File: src/hdl/abis_pkg.sv
`default_nettype none
package abis_pkg;

  // camera point width: signed, Q16.16 with headroom for R*p plus translation
  localparam int CW = 37;

  localparam logic signed [31:0] Q_ONE = 32'sd16384;

  localparam logic [16:0] COUNT_MAX = 17'h1FFFF;
  localparam logic [46:0] SCORE_MAX = 47'h7FFF_FFFF_FFFF;

  localparam logic [2:0] CFG_QUAT_W  = 3'd0;
  localparam logic [2:0] CFG_QUAT_X  = 3'd1;
  localparam logic [2:0] CFG_QUAT_Y  = 3'd2;
  localparam logic [2:0] CFG_QUAT_Z  = 3'd3;
  localparam logic [2:0] CFG_TRANS_X = 3'd4;
  localparam logic [2:0] CFG_TRANS_Y = 3'd5;
  localparam logic [2:0] CFG_TRANS_Z = 3'd6;
  localparam logic [2:0] CFG_SQ_THR  = 3'd7;

  typedef struct packed {
    logic signed [15:0] quat_w;
    logic signed [15:0] quat_x;
    logic signed [15:0] quat_y;
    logic signed [15:0] quat_z;
    logic signed [31:0] trans_x;
    logic signed [31:0] trans_y;
    logic signed [31:0] trans_z;
  } pose_t;

  // camera-frame point handed from front to back
  typedef struct packed {
    logic signed [CW-1:0] cam_x;
    logic signed [CW-1:0] cam_y;
    logic signed [CW-1:0] cam_z;
    logic signed [15:0]   bear_x;
    logic signed [15:0]   bear_y;
    logic signed [15:0]   bear_z;
    logic                 last;
  } item_t;

  function automatic logic signed [31:0] clamp_q(input logic signed [15:0] v);
    logic signed [31:0] e;
    e = 32'(v);
    if (e > Q_ONE) return Q_ONE;
    if (e < -Q_ONE) return -Q_ONE;
    return e;
  endfunction

endpackage
`default_nettype wire

File: src/hdl/abis_fifo.sv
`default_nettype none
module abis_fifo (
  input  logic            clk,
  input  logic            rst,
  input  abis_pkg::item_t wr_item,
  input  logic            wr_valid,
  output logic            wr_ready,
  output abis_pkg::item_t rd_item,
  output logic            rd_valid,
  input  logic            rd_ready
);
  import abis_pkg::*;

  item_t      slots [2];
  logic       wr_ptr;
  logic       rd_ptr;
  logic [1:0] fill;
  logic       push, pop;

  assign wr_ready = (fill != 2'd2);
  assign rd_valid = (fill != 2'd0);
  assign push     = wr_valid && wr_ready;
  assign pop      = rd_valid && rd_ready;
  assign rd_item  = slots[rd_ptr];

  always_ff @(posedge clk) begin
    if (push) slots[wr_ptr] <= wr_item;
  end

  always_ff @(posedge clk) begin
    if (rst) begin
      wr_ptr <= 1'b0;
      rd_ptr <= 1'b0;
      fill   <= '0;
    end else begin
      if (push) wr_ptr <= ~wr_ptr;
      if (pop)  rd_ptr <= ~rd_ptr;
      if (push && !pop)      fill <= fill + 2'd1;
      else if (pop && !push) fill <= fill - 2'd1;
    end
  end

endmodule
`default_nettype wire

File: config.mk
export PLATFORM = sky130hd
export DESIGN_NAME = abis_fifo
export DESIGN_NICKNAME = d
export VERILOG_FILES = /design/src/hdl/abis_pkg.sv /design/src/hdl/abis_fifo.sv
export SDC_FILE = /design/constraint.sdc
export NUM_CORES = 1
export LEC_CHECK = 0
export ABC_AREA = 1
export BUFFER_PORTS_ARGS = -buffer_cell sky130_fd_sc_hd__buf_2
export CORE_MARGIN = 5
export CORE_UTILIZATION = 35
export DETAILED_ROUTE_END_ITERATION = 12
export GPL_TIMING_DRIVEN = 1
export PLACE_DENSITY = 0.55
export SLEW_MARGIN = 20
export SYNTH_ARGS = -nofsm -noshare
export SYNTH_HDL_FRONTEND = slang
export SYNTH_SLANG_ARGS = --single-unit
File: constraint.sdc
create_clock -name clk -period 12.1 [get_ports clk]
set_clock_uncertainty 0.1 [all_clocks]
set_input_delay 1.815 -clock clk [delete_from_list [all_inputs] [get_ports clk]]
set_output_delay 1.815 -clock clk [all_outputs]
set_load 0.01 [all_outputs]
* After elaboration in Yosys (flattened, before gate mapping)
Memories as Yosys holds them, arrays and structs flattened. A register that Yosys moved wholly into a read port is not among the register bits.
Cells that the tools add are included.
** Operators by class
- Eq/ne operators :: 1
- Multiplexer cells :: 6
- Bitwise gates (word level) :: 2
- $add $sub $neg :: 2
- Order comparisons :: 0
- Shifts and indexed selects :: 0
- Divide/modulo/power cells :: 0
- Reduce and logical (&&, ||, !) cells :: 8
- Multiply operators :: 0
** Operator list (number)
- $logic_and 1x1->1 :: 4
- $mux 1 :: 4
- $mux 2 :: 2
- $reduce_bool 2->1 :: 2
- $add 2x1->2 const B :: 1
- $logic_not 1->1 :: 2
- $ne 2x2->1 const B :: 1
- $not 1->1 :: 2
- $sub 2x1->2 const B :: 1
** Storage, ports and cells
- Bits in latches :: 0
- Memories :: 1
- Bits in writable memories :: 320
- Word-level logic and storage cells :: 23
- Bits in read-only memories :: 0
- Register bits after elaboration :: 4
** Memory list
- slots :: words 2, bits a word 160, rd ports 1, clocked after memory_dff 1, write ports 1, RTL line abis_fifo.sv:14 : item_t slots [2];

* Logic depth before layout (Yosys ltp)
- Depth after elaboration :: 6
- Gate-level depth with buffers :: 11
- Depth with buffers taken out :: 11

* Worst setup path before layout
OpenSTA, ideal clock, no wires.
- Path type :: in2reg
- From :: input wr_valid
- To :: memory slots[0][0] (netlist name), enable pin
- Stages :: 2
- Arrival :: 8.547 ns
- Buffers on the path :: 0
- Setup slack :: 2.772 ns
- Setup time :: 0.682 ns
- Data required time :: 11.318 ns
- Cell sequence :: nand2_1 -> nor2_1
** Between the ends
- Longest elaborated chain between the ends :: 3
** Ends and longest elaborated chain
- start: declaration :: RTL line abis_fifo.sv:6 : input logic wr_valid,
- $logic_and 1x1->1 :: RTL line abis_fifo.sv:22 : assign push = wr_valid && wr_ready;
- $mux 1 :: RTL line abis_fifo.sv:27 : if (push) slots[wr_ptr] <= wr_item;
- $mux 1 (not written as such) :: RTL line abis_fifo.sv:27
- end: declaration :: RTL line abis_fifo.sv:14
No other way between the ends.

==> results.ini <==
[route]
wire_per_inst_um=18.2
ant_nets=0
post_drt_via_cell_ratio=4.37
drt_iter0_markers=201
post-route-drc-count=0
wirelength_um=24900
drtPass1Iterations=4
vias=5983

[global_routing]
grt_pass1_wl_um=37200
grt_use_met3_pct=5.37
grt_pass1_vias=6482
antenna_found_initial=3
grt.overflow.total=0
use_met1_pct=15.2
gr-max-usage-layer=met2
grt_max_degree=70
grtUsageMet2_pct=20.1
grt_usage_pct=12.3

[synth]
synthMuxAreaShare_pct=17.9
synth-compound-area-share_pct=0.164
synthDistinctLibCells=14
yosys-top-cells-area=edfxtp_1 (79%), mux2_4 (12%), mux2_2 (5.5%)
synth-main-ff-cell=edfxtp_1
synthArstFlopShare_pct=0
syn_avg_cell_area_um2=22.8
synth_top_family_by_area=multiplexers
ys_seq_elements=325
syn-cell-area_um2=12200
syn_nets=700
yosysMostFrequentCell=edfxtp_1
synth_fa_ha_area_share_pct=0.103
yosysTopAreaCell=edfxtp_1
syn_inst=535
yosysSeqAreaShare_pct=79.6
synth-edff-count=320
synthSimpleGateAreaFrac_pct=0.626
yosys.area.top_type_share_pct=78.8
synth_xor_area_share_pct=0
synthTopCellsByCount=edfxtp_1 (320), mux2_4 (100), mux2_2 (60)
ys_warn_count=0

[power_and_ir_drop]
power_leakage_nw=5.93
p_per_area_nw_per_um2=211
peakVddDrop_uv=111

[clock_tree]
cts_tree=done
ctsHtreeMaxLevel=2
cts_sinks=325
clk_path_buf_depth=3
clock_latency_ns=0.49
clk_pin_slew_ns=0.05
ctsResizeCount=0
cts_setup_buffers=0
cts_hold_buf=0
cts-buffers-inserted=36
root_buffer=clkbuf_16

[placement]
port_buffers=325
dpl_cell_area_um2=14300
place_congestion=0.686
place_hpwl_um=16700
dp_slack_ns=7.51

[finish]
area_delta_synth_final_pct=26.6
final_net_count=1052
final_cell_area_um2=15400
drive_above_1_share_pct=59.4

[floorplanning]
core_area_um2=34500
rows=68
die_h_um=197
start_util_pct=35.4
dieArea_um2=38700
die_w_um=197
io-pin-count=326

[sta]
max_slew_margin_pct=30.1
fin_crit_sh_pct=39.7
rsz0062_at_grt=no
fmax_ghz=0.208
fin_crit_ns=4.81
finalSetupViolations=0
maxSlewViolCount=0
finalWorstSetupSlack_ns=7.29
hold_viol=0
fin_setup_tns_ns=0
tightest_slew_ns=1.05

[hold_path]
hold_path_class=flip-flop to flip-flop

[run_status]
status=finished, final reports clean

[setup_path]
crit_required_ns=10.18
start_kind=flip-flop
worstSetupPathType=flip-flop to output port
worstPathMaxFanout=53
worstSetupEndpointType=output port
worstPathArrival_ns=2.89

[run]
max_cap_violations=0

-- power breakdown --
group / internal (W) / switching (W)
Sequential: 0.00143 / 0.0000527
Combinational: 0.000349 / 0.000376
Clock: 0.000644 / 0.000404
-- per-stage QoR --
step | hold WS [ns] | util (%) | cells | power, W
2_1_floorplan | 0.365 | - | 535 | 0.00201
3_3_place_gp | 0.381 | 41.5 | 1304 | 0.00225
3_5_place_dp | 0.379 | 41.5 | 1304 | 0.00225
4_1_cts | 0.403 | 44.8 | 1367 | 0.00331
5_1_grt | 0.454 | 44.8 | 1367 | 0.00341
6_report | 0.410 | 44.8 | 1368 | 0.00325
-- flip-flops by register name, indices dropped and copies added (netlist names), named ones only --
register	cells
slots	320
rd_ptr	1
wr_ptr	1
fill	2
-- per-layer routing --
layer / up-vias / wire length [um]
met4: 4 / 474
met2: 214 / 11700
li1: 2822 / -
met5: - / 21
met3: 43 / 2510
met1: 2900 / 10200
-- area by class of cell --
class / count / area, um2
diodes: 1 / 2.50
clock buffers: 47 / 963
clock inverters: 16 / 173
fillers: 3079 / 19000
inverters: 8 / 30.0
multi-input cells: 184 / 2300
flip-flops and latches: 325 / 9710
well taps: 455 / 569
repair buffers: 332 / 1680
-- cell families (layout without fill, tap and decap cells) --
kind of cell | after synthesis | count (layout)
AO/OA/AOI/OAI | 4 | 4
buffers and inverters | 26 | 403
AND/OR/NAND/NOR | 19 | 19
flip-flops | 325 | 325
adder cells (fa/ha/maj) | 1 | 1
other | 0 | 1
multiplexers | 160 | 160
-- critical path, cell delays in order (launching register included) --
cell     delay [ns]
dfxtp_4        0.86
buf_4          0.89
mux2_2         0.41
buf_2          0.15
-- path summary, 6_finish.rpt --
check,startpoint,end,slack [ns],cells after the start
worst max-delay path,flip-flop,rd_item[42],7.29,3
worst min-delay path,rd_ptr,rd_ptr,0.41,2
worst max register to register,fill[0],slots[1][52],8.96,6
worst min register to register,rd_ptr,rd_ptr,0.41,2
-- placed cells by master, fill, tap and decap left out, drive strengths merged --
cell | netlist | final
a21oi | 2 | 2
buf | 18 | 332
bufinv | 0 | 4
clkbuf | 0 | 47
clkinv | 0 | 12
dfxtp | 5 | 5
diode | 0 | 1
edfxtp | 320 | 320
ha | 1 | 1
inv | 8 | 8
mux2 | 160 | 160
nand2 | 9 | 9
nand3 | 2 | 2
nand4 | 1 | 1
nor2 | 7 | 7
o21ai | 2 | 2
(Power assumes the default switching activity.)
