===== src/hdl/abis_pkg.sv =====
`default_nettype none
package abis_pkg;

  // camera point width: signed, Q16.16 with headroom for R*p plus translation
  localparam int CW = 37;

  localparam logic signed [31:0] Q_ONE = 32'sd16384;

  localparam logic [16:0] COUNT_MAX = 17'h1FFFF;
  localparam logic [46:0] SCORE_MAX = 47'h7FFF_FFFF_FFFF;

  localparam logic [2:0] CFG_QUAT_W  = 3'd0;
  localparam logic [2:0] CFG_QUAT_X  = 3'd1;
  localparam logic [2:0] CFG_QUAT_Y  = 3'd2;
  localparam logic [2:0] CFG_QUAT_Z  = 3'd3;
  localparam logic [2:0] CFG_TRANS_X = 3'd4;
  localparam logic [2:0] CFG_TRANS_Y = 3'd5;
  localparam logic [2:0] CFG_TRANS_Z = 3'd6;
  localparam logic [2:0] CFG_SQ_THR  = 3'd7;

  typedef struct packed {
    logic signed [15:0] quat_w;
    logic signed [15:0] quat_x;
    logic signed [15:0] quat_y;
    logic signed [15:0] quat_z;
    logic signed [31:0] trans_x;
    logic signed [31:0] trans_y;
    logic signed [31:0] trans_z;
  } pose_t;

  // camera-frame point handed from front to back
  typedef struct packed {
    logic signed [CW-1:0] cam_x;
    logic signed [CW-1:0] cam_y;
    logic signed [CW-1:0] cam_z;
    logic signed [15:0]   bear_x;
    logic signed [15:0]   bear_y;
    logic signed [15:0]   bear_z;
    logic                 last;
  } item_t;

  function automatic logic signed [31:0] clamp_q(input logic signed [15:0] v);
    logic signed [31:0] e;
    e = 32'(v);
    if (e > Q_ONE) return Q_ONE;
    if (e < -Q_ONE) return -Q_ONE;
    return e;
  endfunction

endpackage
`default_nettype wire


===== src/hdl/abis_front.sv =====
`default_nettype none
module abis_front (
  input  logic                clk,
  input  logic                rst,
  input  logic                in_valid,
  output logic                in_ready,
  input  logic signed [15:0]  bearing_x,
  input  logic signed [15:0]  bearing_y,
  input  logic signed [15:0]  bearing_z,
  input  logic signed [31:0]  point_x,
  input  logic signed [31:0]  point_y,
  input  logic signed [31:0]  point_z,
  input  logic                last_pair,
  input  abis_pkg::pose_t     pose,
  output abis_pkg::item_t     item,
  output logic                item_valid,
  input  logic                item_ready
);
  import abis_pkg::*;

  typedef enum logic [1:0] {F_IDLE, F_MUL, F_ACC, F_PUSH} fstate_t;

  fstate_t            state;
  logic [4:0]         step;
  logic [1:0]         row;
  logic [1:0]         col;
  logic signed [31:0] qp [10];
  logic signed [31:0] px, py, pz;
  logic signed [15:0] bx, by, bz;
  logic               last;
  logic signed [63:0] prod;
  logic signed [63:0] acc;
  logic signed [CW-1:0] cam [3];

  logic signed [31:0] qw, qx, qy, qz;
  logic signed [31:0] rm [3][3];
  logic signed [31:0] tv [3];
  logic signed [31:0] op_a, op_b, p_sel;
  logic signed [63:0] acc_sum;
  logic signed [63:0] acc_shr;

  assign qw = clamp_q(pose.quat_w);
  assign qx = clamp_q(pose.quat_x);
  assign qy = clamp_q(pose.quat_y);
  assign qz = clamp_q(pose.quat_z);

  // qp: ww xx yy zz xy wz xz wy yz wx
  always_comb begin
    rm[0][0] = qp[0] + qp[1] - qp[2] - qp[3];
    rm[0][1] = (qp[4] - qp[5]) <<< 1;
    rm[0][2] = (qp[6] + qp[7]) <<< 1;
    rm[1][0] = (qp[4] + qp[5]) <<< 1;
    rm[1][1] = qp[0] - qp[1] + qp[2] - qp[3];
    rm[1][2] = (qp[8] - qp[9]) <<< 1;
    rm[2][0] = (qp[6] - qp[7]) <<< 1;
    rm[2][1] = (qp[8] + qp[9]) <<< 1;
    rm[2][2] = qp[0] - qp[1] - qp[2] + qp[3];
  end

  assign tv[0] = pose.trans_x;
  assign tv[1] = pose.trans_y;
  assign tv[2] = pose.trans_z;

  always_comb begin
    case (col)
      2'd0:    p_sel = px;
      2'd1:    p_sel = py;
      default: p_sel = pz;
    endcase
  end

  always_comb begin
    case (step)
      5'd0:    begin op_a = qw; op_b = qw; end
      5'd1:    begin op_a = qx; op_b = qx; end
      5'd2:    begin op_a = qy; op_b = qy; end
      5'd3:    begin op_a = qz; op_b = qz; end
      5'd4:    begin op_a = qx; op_b = qy; end
      5'd5:    begin op_a = qw; op_b = qz; end
      5'd6:    begin op_a = qx; op_b = qz; end
      5'd7:    begin op_a = qw; op_b = qy; end
      5'd8:    begin op_a = qy; op_b = qz; end
      5'd9:    begin op_a = qw; op_b = qx; end
      default: begin op_a = rm[row][col]; op_b = p_sel; end
    endcase
  end

  assign acc_sum = acc + prod;
  assign acc_shr = acc_sum >>> 28;

  always_ff @(posedge clk) begin
    if (rst) begin
      state <= F_IDLE;
      step  <= '0;
      row   <= '0;
      col   <= '0;
    end else begin
      case (state)
        F_IDLE: begin
          if (in_valid) begin
            bx    <= bearing_x;
            by    <= bearing_y;
            bz    <= bearing_z;
            px    <= point_x;
            py    <= point_y;
            pz    <= point_z;
            last  <= last_pair;
            step  <= '0;
            row   <= '0;
            col   <= '0;
            state <= F_MUL;
          end
        end
        F_MUL: begin
          prod  <= op_a * op_b;
          state <= F_ACC;
        end
        F_ACC: begin
          if (step < 5'd10) begin
            qp[step[3:0]] <= prod[31:0];
          end else begin
            acc <= (col == 2'd0) ? prod : acc_sum;
            if (col == 2'd2) begin
              cam[row] <= acc_shr[CW-1:0] + CW'(tv[row]);
              col      <= '0;
              row      <= row + 2'd1;
            end else begin
              col <= col + 2'd1;
            end
          end
          if (step == 5'd18) begin
            state <= F_PUSH;
          end else begin
            step  <= step + 5'd1;
            state <= F_MUL;
          end
        end
        F_PUSH: begin
          if (item_ready) state <= F_IDLE;
        end
        default: state <= F_IDLE;
      endcase
    end
  end

  assign in_ready    = (state == F_IDLE);
  assign item_valid  = (state == F_PUSH);
  assign item.cam_x  = cam[0];
  assign item.cam_y  = cam[1];
  assign item.cam_z  = cam[2];
  assign item.bear_x = bx;
  assign item.bear_y = by;
  assign item.bear_z = bz;
  assign item.last   = last;

endmodule
`default_nettype wire


===== config.mk =====
export PLATFORM = sky130hd
export DESIGN_NAME = abis_front
export DESIGN_NICKNAME = d
export VERILOG_FILES = /design/src/hdl/abis_pkg.sv /design/src/hdl/abis_front.sv
export SDC_FILE = /design/constraint.sdc
export NUM_CORES = 2
export LEC_CHECK = 0
export BUFFER_PORTS_ARGS = -buffer_cell sky130_fd_sc_hd__buf_2
export CAP_MARGIN = 10
export CORE_MARGIN = 3
export CORE_UTILIZATION = 47
export CTS_CLUSTER_SIZE = 20
export DETAILED_ROUTE_END_ITERATION = 6
export PLACE_DENSITY_LB_ADDON = 0.3
export SKIP_LAST_GASP = 1
export SLEW_MARGIN = 0
export SYNTH_ARGS = -nofsm -noshare
export SYNTH_HDL_FRONTEND = slang
export SYNTH_SLANG_ARGS = --single-unit

===== constraint.sdc =====
create_clock -name clk -period 13.86 [get_ports clk]
set_input_delay 2.079 -clock clk [delete_from_list [all_inputs] [get_ports clk]]
set_output_delay 2.079 -clock clk [all_outputs]
set_load 0.005 [all_outputs]

Word-level counts from Yosys, hierarchy flattened --
Memory sizes are Yosys's and may differ from the RTL's. Index checks and enable logic that the tools add are counted.
Operators by class: multiplexer cells 64, equality and inequality tests 20, add/subtract/negate cells 19, $lt $le $gt $ge 11, $mul 1, bitwise logic cells 4, reductions and logical operators 17
Operators with widths (count):
- $mux 32 | 20
- $pmux 32 s4 | 2
- $bmux 96 s2 | 1
- $mux 96 | 2
- $sub 32x32->32 | 5
- $bmux 32 s2 | 2
- $add 32x32->32 | 3
- $add 31x31->31 | 3
- $sub 31x31->31 | 3
- $add 64x64->64 | 1
- $gt 16x16->1 const B | 4
- $lt 16x15->1 const B | 4
- $mul 32x32->64 | 1
- $mux 64 | 1
- $pmux 32 s2 | 1
- $add 36x32->37 | 1
- $mux 1 | 21
- $eq 5x3->1 const B | 4
- $mux 2 | 8
- $reduce_and 3->1 | 4
- $eq 5x2->1 const B | 2
- $eq 5x4->1 const B | 2
- $mux 5 | 2
- $pmux 5 s2 | 1
- 22 further kinds | 38
Storage, ports and cells: output and inout bits 162, flip-flop bits (word level) 284, input port bits 309, memories 2, bits in writable memories 431, word-level logic and storage cells 151
Memories:
- qp | depth 10, width 32, read ports 10, clocked after memory_dff 0, write ports 1, line abis_front.sv:27 | logic signed [31:0] qp [10];
- cam | depth 3, width 37, read ports 3, clocked after memory_dff 0, write ports 1, line abis_front.sv:33 | logic signed [CW-1:0] cam [3];

Longest topological paths before layout --
An unclocked memory read counts as a cell.
depth in word-level cells 12, gate-level depth with buffers 56, gate-level depth less buffers 54

Least setup slack after synthesis --
No wires, ideal clock.
path kind reg2reg, from memory qp[0][7], to register prod[63], data pin, path buffers 1, period minus slack after synthesis 12.575 ns, stages on the path, launching flop included 50, required time 13.601 ns, arrival 12.317 ns, setup time 0.259 ns, setup slack 1.285 ns, cells stage by stage edfxtp_1 > ha_1 > nand2_1 > or4b_2 > o21ai_0 > o21ai_0 > a211o_1 > a21oi_1 > o21bai_1 > a21oi_1 > xnor2_1 > fa_1 > ha_1 > a21o_1 > a31o_2 > a21o_1 > or3_1 > nand3_1 > [... 14 more ...] > fa_1 > fa_1 > fa_1 > inv_1 > fa_1 > inv_1 > ha_1 > or2_2 > a211o_1 > a31oi_1 > nor3_1 > o22ai_1 > o21a_1 > o31ai_2 > a22o_1 > a31oi_1 > o21ai_1 > xnor2_1
RTL lines:
- start: declaration | line abis_front.sv:27
- end signal: assignment | line abis_front.sv:115 | prod <= op_a * op_b;
- end: declaration | line abis_front.sv:31 | logic signed [63:0] prod;

==> metrics <==
outcome=complete, but fails checks; failing checks=DRC; top_reg_cell synth=edfxtp_1; Slew HR=0.1172; largest net degree at the start of global routing=85; WL/cell=around 25 µm; Avg Cell Area, Syn=~9.6 µm²; Worst Min Path Start=step[1]; # port buffers=470; Die Area=between 150000 and 200000 µm²; Post-synth EDFFs=between 600 and 700; proportion of layout cells with a drive suffix above 1=0.1177; clk_skew=just under 50 ps; Hold Path Class=flip-flop to flip-flop; register bit total from synthesis=709; Starting Density=0.4749; Initial DRC Count=6950; row count=~160; die height=437.2 µm; fin cells=about 12k; Placer Congestion=around 1; slowest CP cell=or4b_2; WL final=~300 mm; global-route usage over all layers=0.3119; Initial DRT Pass Iterations=7; most frequent cells in the layout=inv_1, fa_1, nand2_1, edfxtp_1, nor2_1; worst-path maximum fanout=8; Placed Cells=11.97k; Cell variety after synth=106; Num Clock Sinks=709; num ports=approximately 470; Top cell by count, worst path=fa_1; Root Driver=clkbuf_16; first-pass GRT wire length=between 400 and 500 mm; Multi-input gate area=about 60000 µm²; slowest stage delay, CP=630 ps; Syn Std Cell Area=~87000 µm²; CP Capture Type=flip-flop; H-tree lvl count=3; clock latency at the later pin of the worst-skew pair=around 720 ps; grt ovf=0; fin util=0.5291; Async SR Flop Fraction=0; Clock transition at path regs=around 60 ps; YS warnings=0; CTS tree=done; CTS Buf Count=between 80 and 90; Tmin final=13490 ps; Layout Nets=11.72k; sequential area share after synthesis=0.2423; Final HPWL DP=~250 mm; vias in the first global route=around 73k; WP data arrival=between 10000 and 15000 ps; required time worst endpoint=14300 ps; drt via density=5.808; area added between synthesis and finish=11.41%; chip width=437.2 µm; via count=70.48k; core area=184100 µm²; Post-Syn Nets=11.20k; Slew Viols, Final=0; clk buf depth=3; RR Startpoint=qp[0][7]; fill cell count=16.69k; final setup vio count=0; Post-DRT Antenna Nets=0; critical path class=flip-flop to flip-flop; startpoint class of the critical path=flip-flop; origin of the worst setup path=qp[0][7]; commonest non-fill, non-tap cell in the layout=inv_1; post-route DRC violation count=18; Fin. Hold Viols=0; initial antenna violation count=12; number of max-cap violations=0; Max Freq=~0.074 GHz; part of the cycle the worst path needs=0.9735; Slew @ Worst Pin=1324 ps; hold buffers post-CTS=0; register area=21190 µm²; Synth Instances=9077
area by class of cell:
type,count,share of cell area
multi-input combinational,6514,0.6135
sequential,709,0.2176
inverter,1476,0.05689
timing repair buffer,814,0.05227
tap,2464,0.03166
clock buffer,100,0.02165
clock inverter,47,0.006219
antenna,11,0.0002827
what timing repair did:
action                     in CTS  in global routing
pin swaps                       0                 15
setup endpoints to repair      18                 30
setup buffers                   0                  9
gates cloned                    0                  1
resized for setup               7                 64
Yosys cell counts (all sizes together) (95+ instances only):
cell type | instances | area, µm²
o21ai | 424 | 2126
fa | 1216 | 24340
nor2b | 112 | 700.7
nand3 | 104 | 520.5
edfxtp | 698 | 20960
a21oi | 528 | 2661
ha | 596 | 7457
mux2i | 95 | 950.9
nor2 | 695 | 2624
nand2 | 848 | 3186
and2 | 112 | 700.7
a21o | 194 | 1456
nand2b | 137 | 859.6
inv | 1474 | 5533
xnor2 | 290 | 2540
xor2 | 104 | 910.9
clkbuf | 289 | 1087
worst paths after layout:
kind / to / slack [ps] / cells after the start
max reg2reg: prod[62] / 370 / 46
min: step[1] / 560 / 2
min reg2reg: step[1] / 560 / 2
max: prod[62] / 370 / 46
per-layer routing:
layer | GRT usage | wire length (µm) | up-vias | share of wire
met1 | 0.4255 | 125700 | 35711 | 0.42
met5 | 0 | 0 | - | 0
met3 | 0.04846 | 24330 | 585 | 0.081
met4 | 0.1244 | 13020 | 0 | 0.043
met2 | 0.5000 | 138000 | 3050 | 0.46
li1 | - | - | 31138 | -
flip-flops by register name (all words and copies together) (netlist names):
signal,count
py,32
pz,32
step,5
cam,111
row,2
last,1
qp,314
prod,64
bz,16
by,16
acc,64
bx,16
state,2
col,2
px,32
logic make-up after synthesis:
| logic type | Yosys count | synth area share |
|---|---|---|
| compound gates | 1858 | 0.1389 |
| xor+xnor | 395 | 0.03975 |
| fa+ha+maj | 1812 | 0.3638 |
| buf+inv | 1854 | 0.08069 |
| flops | 709 | 0.2423 |
| mux | 108 | 0.01255 |
| simple gates | 2341 | 0.1220 |
metrics by stage:
stage | worst slack (ps) | TNS [ps] | hold slack (ps) | instance area (µm²)
2_1_floorplan | 1285 | 0 | 489.5 | 87410
3_3_place_gp | -165.2 | -503.2 | 522.6 | 94210
3_5_place_dp | -312.4 | -1823 | 546.0 | 94220
4_1_cts | 20.69 | 0 | 555.5 | 96950
5_1_grt | -40.00 | -80.62 | 604.4 | 97370
6_report | 367.8 | 0 | 561.1 | 97380
worst max-delay path, delay by kind of cell (launching register included):
family                     cells  cell delay [ps]
AOI/OAI and AO/OA             20             4780
and+or+nand+nor                5             1390
DFF                            1              420
xor gates and xnor gates       2              310
buffers and inverters          7              570
adders and majority gates     12             5730
Power is not shown: default switching activity piles up to over one toggle a cycle in this logic, so the estimate is an artifact.
